### src/rtl/image_rotate_nearest_macros.svh
`ifndef IMAGE_ROTATE_NEAREST_MACROS_SVH
`define IMAGE_ROTATE_NEAREST_MACROS_SVH

// Check that cons holds in the same cycle as ante.
`define IRN_ASSERT_SAME(lbl, ante, cons, msg) \
  lbl: assert property (@(posedge clk) disable iff (!rst_n) (ante) |-> (cons)) \
    else $error(msg);

// Check that cons holds in the cycle after ante.
`define IRN_ASSERT_NEXT(lbl, ante, cons, msg) \
  lbl: assert property (@(posedge clk) disable iff (!rst_n) (ante) |=> (cons)) \
    else $error(msg);

`endif

### src/rtl/irn_pkg.sv
`default_nettype none

package irn_pkg;

  // Frame store geometry
  localparam int MAX_ROWS = 256;
  localparam int MAX_COLS = 256;
  localparam int ROW_W    = $clog2(MAX_ROWS);
  localparam int COL_W    = $clog2(MAX_COLS);
  localparam int DEPTH    = MAX_ROWS * MAX_COLS;
  localparam int ADDR_W   = $clog2(DEPTH);

  // Field and register widths
  localparam int COORD_W  = 8;
  localparam int CNT_W    = 9;
  localparam int COEF_W   = 16;
  localparam int CFG_W    = 16;
  localparam int PIX_W    = 24;

  // Mapping arithmetic: offsets, products, sums, rounded source position
  localparam int FRAC     = 14;
  localparam int OFS_W    = COORD_W + 2;
  localparam int PROD_W   = OFS_W + COEF_W;
  localparam int SUM_W    = PROD_W + 1;
  localparam int SRC_W    = SUM_W - FRAC + 2;

  // Configuration register indexes
  typedef enum logic [1:0] {
    REG_ROWS = 2'd0,
    REG_COLS = 2'd1,
    REG_COS  = 2'd2,
    REG_SIN  = 2'd3
  } cfg_reg_t;

  // Request kinds
  typedef enum logic {
    REQ_STORE = 1'b0,
    REQ_FETCH = 1'b1
  } req_t;

  typedef struct packed {
    logic [CNT_W-1:0]         rows;
    logic [CNT_W-1:0]         cols;
    logic signed [COEF_W-1:0] cos_coef;
    logic signed [COEF_W-1:0] sin_coef;
  } cfg_t;

  // Linear frame store address of a pixel
  function automatic logic [ADDR_W-1:0] pix_addr(input logic [ROW_W-1:0] r,
                                                 input logic [COL_W-1:0] c);
    pix_addr = ADDR_W'(ADDR_W'(r) * ADDR_W'(MAX_COLS) + ADDR_W'(c));
  endfunction

endpackage

`default_nettype wire

### src/rtl/irn_map.sv
`default_nettype none

module irn_map (
  input  wire logic                        clk,
  input  wire logic                        start,
  input  wire logic [irn_pkg::COORD_W-1:0] row,
  input  wire logic [irn_pkg::COORD_W-1:0] col,
  input  wire irn_pkg::cfg_t               cfg,
  output logic      [irn_pkg::ADDR_W-1:0]  addr_r,
  output logic                             inside_r
);
  import irn_pkg::*;

  localparam logic signed [SUM_W:0] HALF    = (SUM_W + 1)'(1 << (FRAC - 1));
  localparam logic signed [SUM_W:0] HALF_M1 = (SUM_W + 1)'((1 << (FRAC - 1)) - 1);

  logic [CNT_W-1:0]         rows_use, cols_use, cr, cc;
  logic signed [OFS_W-1:0]  row_ext, col_ext, cr_ext, cc_ext;
  logic signed [OFS_W-1:0]  xt_r, yt_r;
  logic signed [PROD_W-1:0] p_xc_r, p_ys_r, p_yc_r, p_xs_r;
  logic signed [SUM_W-1:0]  sx, sy;
  logic signed [SUM_W:0]    sx_b, sy_b;
  logic signed [SRC_W-1:0]  xs, ys;
  logic                     inside_nxt;
  logic [ADDR_W-1:0]        addr_nxt;

  // Clamp sizes to the frame store and take the rotation center
  always_comb begin
    rows_use = (cfg.rows > CNT_W'(MAX_ROWS)) ? CNT_W'(MAX_ROWS) : cfg.rows;
    cols_use = (cfg.cols > CNT_W'(MAX_COLS)) ? CNT_W'(MAX_COLS) : cfg.cols;
    cr       = rows_use >> 1;
    cc       = cols_use >> 1;
    row_ext  = OFS_W'(row);
    col_ext  = OFS_W'(col);
    cr_ext   = OFS_W'(cr);
    cc_ext   = OFS_W'(cc);
  end

  // Capture offsets from the center when a fetch request enters
  always_ff @(posedge clk) begin
    if (start) begin
      xt_r <= row_ext - cr_ext;
      yt_r <= col_ext - cc_ext;
    end
  end

  // Form the four products
  always_ff @(posedge clk) begin
    p_xc_r <= xt_r * cfg.cos_coef;
    p_ys_r <= yt_r * cfg.sin_coef;
    p_yc_r <= yt_r * cfg.cos_coef;
    p_xs_r <= xt_r * cfg.sin_coef;
  end

  // Sum, round to nearest with ties away from zero, shift back by the center
  always_comb begin
    sx   = SUM_W'(p_xc_r) - SUM_W'(p_ys_r);
    sy   = SUM_W'(p_yc_r) + SUM_W'(p_xs_r);
    sx_b = (SUM_W + 1)'(sx) + (sx[SUM_W-1] ? HALF_M1 : HALF);
    sy_b = (SUM_W + 1)'(sy) + (sy[SUM_W-1] ? HALF_M1 : HALF);
    xs   = SRC_W'(sx_b >>> FRAC) + signed'(SRC_W'(cr));
    ys   = SRC_W'(sy_b >>> FRAC) + signed'(SRC_W'(cc));
    inside_nxt = !xs[SRC_W-1] && (xs < signed'(SRC_W'(rows_use))) &&
                 !ys[SRC_W-1] && (ys < signed'(SRC_W'(cols_use)));
    addr_nxt = pix_addr(xs[ROW_W-1:0], ys[COL_W-1:0]);
  end

  // Register the source address and the in-image flag
  always_ff @(posedge clk) begin
    addr_r   <= addr_nxt;
    inside_r <= inside_nxt;
  end

endmodule

`default_nettype wire

### config.mk
export PLATFORM = sky130hd
export DESIGN_NAME = irn_map
export DESIGN_NICKNAME = d
export VERILOG_FILES = /design/src/rtl/image_rotate_nearest_macros.svh /design/src/rtl/irn_pkg.sv /design/src/rtl/irn_map.sv
export SDC_FILE = /design/constraint.sdc
export NUM_CORES = 2
export LEC_CHECK = 0
export BUFFER_PORTS_ARGS = -buffer_cell sky130_fd_sc_hd__buf_2
export CELL_PAD_IN_SITES_DETAIL_PLACEMENT = 2
export CELL_PAD_IN_SITES_GLOBAL_PLACEMENT = 2
export CORE_MARGIN = 1
export CORE_UTILIZATION = 38
export DETAILED_ROUTE_END_ITERATION = 6
export PLACE_DENSITY = 0.78
export SYNTH_ARGS = -nofsm -noshare
export SYNTH_HDL_FRONTEND = slang
export SYNTH_SLANG_ARGS = --single-unit
export TNS_END_PERCENT = 1
### constraint.sdc
create_clock -name clk -period 6.2 [get_ports clk]
set_input_delay 0.31 -clock clk [delete_from_list [all_inputs] [get_ports clk]]
set_output_delay 0.31 -clock clk [all_outputs]
set_load 0.005 [all_outputs]
==> results.txt <==
Worst Setup SP = p_ys_r[16]
Die W = 272 µm
clock transition at the registers of the reported paths = 80 ps
Skew-Pair Late Insertion Delay = 500 ps
Rows = 98
FF+latch area = 0.00289 mm²
library cells used by synthesis = 83
first-pass GRT wire length = 172000 µm
R2R depth = 33
vias in the first global route = 28800
CP max FO = 3
reg2reg setup slack = -1120 ps
Tcrit/Tclk final = 118%
Max Freq = 137 MHz
Std-Cell Core Area = 0.0719 mm²
Area Overhead vs Synth = 18.9%
Setup Skew = 15.4 ps
required time worst endpoint = 6610 ps
CTS Hold Bufs = 0
MaxCap Viol Count = 0
vias post-DR = 24100
type of the tightest min-delay check = in2reg
violated checks = negative setup slack
sequential cell area fraction in the yosys report = 10.4%
Setup-failing EPs final = 12
Worst path slowest cell = a2111o_1
DRT iter0 DRCs = 1312
largest net degree at the start of global routing = 33
Inst Count DP = 4331
Crit Path Category = reg2reg
TritonCTS Sinks = 135
DR pass1 iterations = 5
RD Place Congestion = 0.890
total track usage = 30.4%
H-tree Lvls = 4
Post-DRT Antenna Nets = 0
multi-input logic area = 0.0232 mm²
Avg Cell Area, Syn = 8.97 µm²
die area = 0.0740 mm²
Yosys top cell area share = 34.8%
WP depth = 33
worst path bufs/invs = 3
Critical Path End = inside_r
Final Slew Violations = 0
Final Hold Viols = 0
Setup crit start kind = register
Synth Register Bits = 135
final setup margin = -1120 ps
CTS root buf = clkbuf_16
Initial Util = 38.6%
Mapped Area = 0.0277 mm²
GRT overflow = 0
most frequent cell after synthesis = inv_1
drt total wl = 114000 µm
R2R Path End = inside_r
Worst R2R Start = p_ys_r[16]
drt via density = 5.50
YS warnings = 0
Post-route DRC = 0
min Tclk post-route = 7320 ps
Layout Nets = 4283
Most used DFF post-synth = dfxtp_1
num ports = 85
initial antenna violation count = 1
Worst-Margin Slew = 973 ps
Async S/R FF share, synth = 0%
Synth area leaders = fa_1 35%, ha_1 14%, dfxtp_1 8.4%, inv_1 7.5%, and2_1 5.1%
fillers = 7754
status = complete, but fails checks
post-synth top area cell = fa_1
Post-DP HPWL = 82900 µm
Die Ht = 272 µm
max incr delay on CP = 480 ps
most frequent cells after synthesis = 552 x inv_1, 482 x fa_1, 368 x nand2_1, 313 x ha_1, 228 x and2_1
share of cells above drive strength 1 = 17.9%
max_slew headroom = 33.5%
Crit. End Element = register
CTS buffer count = 17
Post-synth EDFFs = 18
unrepaired setup endpoints after global routing = true
CTS tree = built
delay-heaviest family, CP = compound AO/OA/AOI/OAI gates
IO buf count = 84
final cell count without fillers = 4383
post-synth net total = 3953
WL per Instance = 26.1 µm
CTS max path bufs = 2
cell count after synthesis = 3090
critical path arrival = 7720 ps
cell usage in the layout, fill, tap and decap left out, types with 27 or more instances in the layout:
master	synthesis	final
o21ai_0	68	45
nand2_1	368	363
xor2_1	36	34
a21oi_1	131	88
fa_1	482	480
nor2b_1	30	27
nor2_1	93	90
dfxtp_1	117	112
nor3_1	37	35
inv_1	552	546
nand3_1	30	30
o21bai_1	33	27
nand2b_1	71	70
a21oi_2	2	39
buf_2	1	84
a21o_1	33	33
and2_1	228	227
xnor2_1	134	126
ha_1	313	296
buf_4	0	315
worst min-delay path by stage:
stage	startpoint	end	slack [ps]	cells past startpoint
after global routing	col[0]	yt_r[0]	320	4
after global placement	addr_r[12]	addr_r[12]	690	1
after CTS	row[7]	xt_r[8]	270	3
after detailed placement	addr_r[11]	addr_r[11]	690	1
final	col[7]	yt_r[8]	300	3
after floorplan	start	xt_r[0]	420	0
final cells by class:
class / instances / share of cell area, %
diodes: 1 / 0.00759
inverters: 553 / 6.30
flip-flops and latches: 135 / 8.77
multi-input cells: 2300 / 70.4
well taps: 950 / 3.61
repair buffers: 413 / 9.06
clock inverters: 10 / 0.425
clock buffers: 21 / 1.46
per-stage QoR:
step	hold slack, ps	utilization, %	TNS [ps]	cell area, µm²	worst slack [ps]
after floorplan	422	-	-77.3	27800	-77.3
after global placement	687	43.7	-600	31400	-578
after detailed placement	694	43.7	-4390	31400	-1270
after CTS	270	45.4	-2550	32600	-572
after global routing	324	45.9	-5260	32900	-1270
final	304	45.9	-2960	33000	-1120
layer usage:
layer	routed length [µm]	global-route usage, %
met1	44600	36.4
met2	58700	54.5
met3	4990	3.42
met4	5930	14.0
met5	0	0
state kept, by name (all words and copies together) (netlist names):
signal and count:
p_xc_r 25, p_ys_r 25, yt_r 9, inside_r 1, xt_r 9, p_xs_r 25
p_yc_r 25, addr_r 16
tightest hold or removal path: cells and delay by family:
family          cells  cell delay (ps)
compound gates      1               90
fa+ha+maj           1              140
buf+inv             1               90
repair_timing:
action,4_1_cts,5_1_grt
resized for setup,96,71
setup endpoints to repair,18,27
setup buffers,18,2
hold endpoints to repair,0,0
pin swaps,60,26
cell families (layout without fill, tap and decap cells):
group           after synthesis  count (layout)  synth area share, %
compound gates              409             409                 9.72
xor+xnor                    170             170                 5.37
fa+ha+maj                   797             797                 49.0
buf+inv                     655             997                 8.90
flops                       135             135                 10.4
mux                           3               3                0.126
other cells                   0               1                    0
simple gates                921             921                 16.5
Power is not shown: default switching activity piles up to over one toggle a cycle in this logic, so the estimate is an artifact.
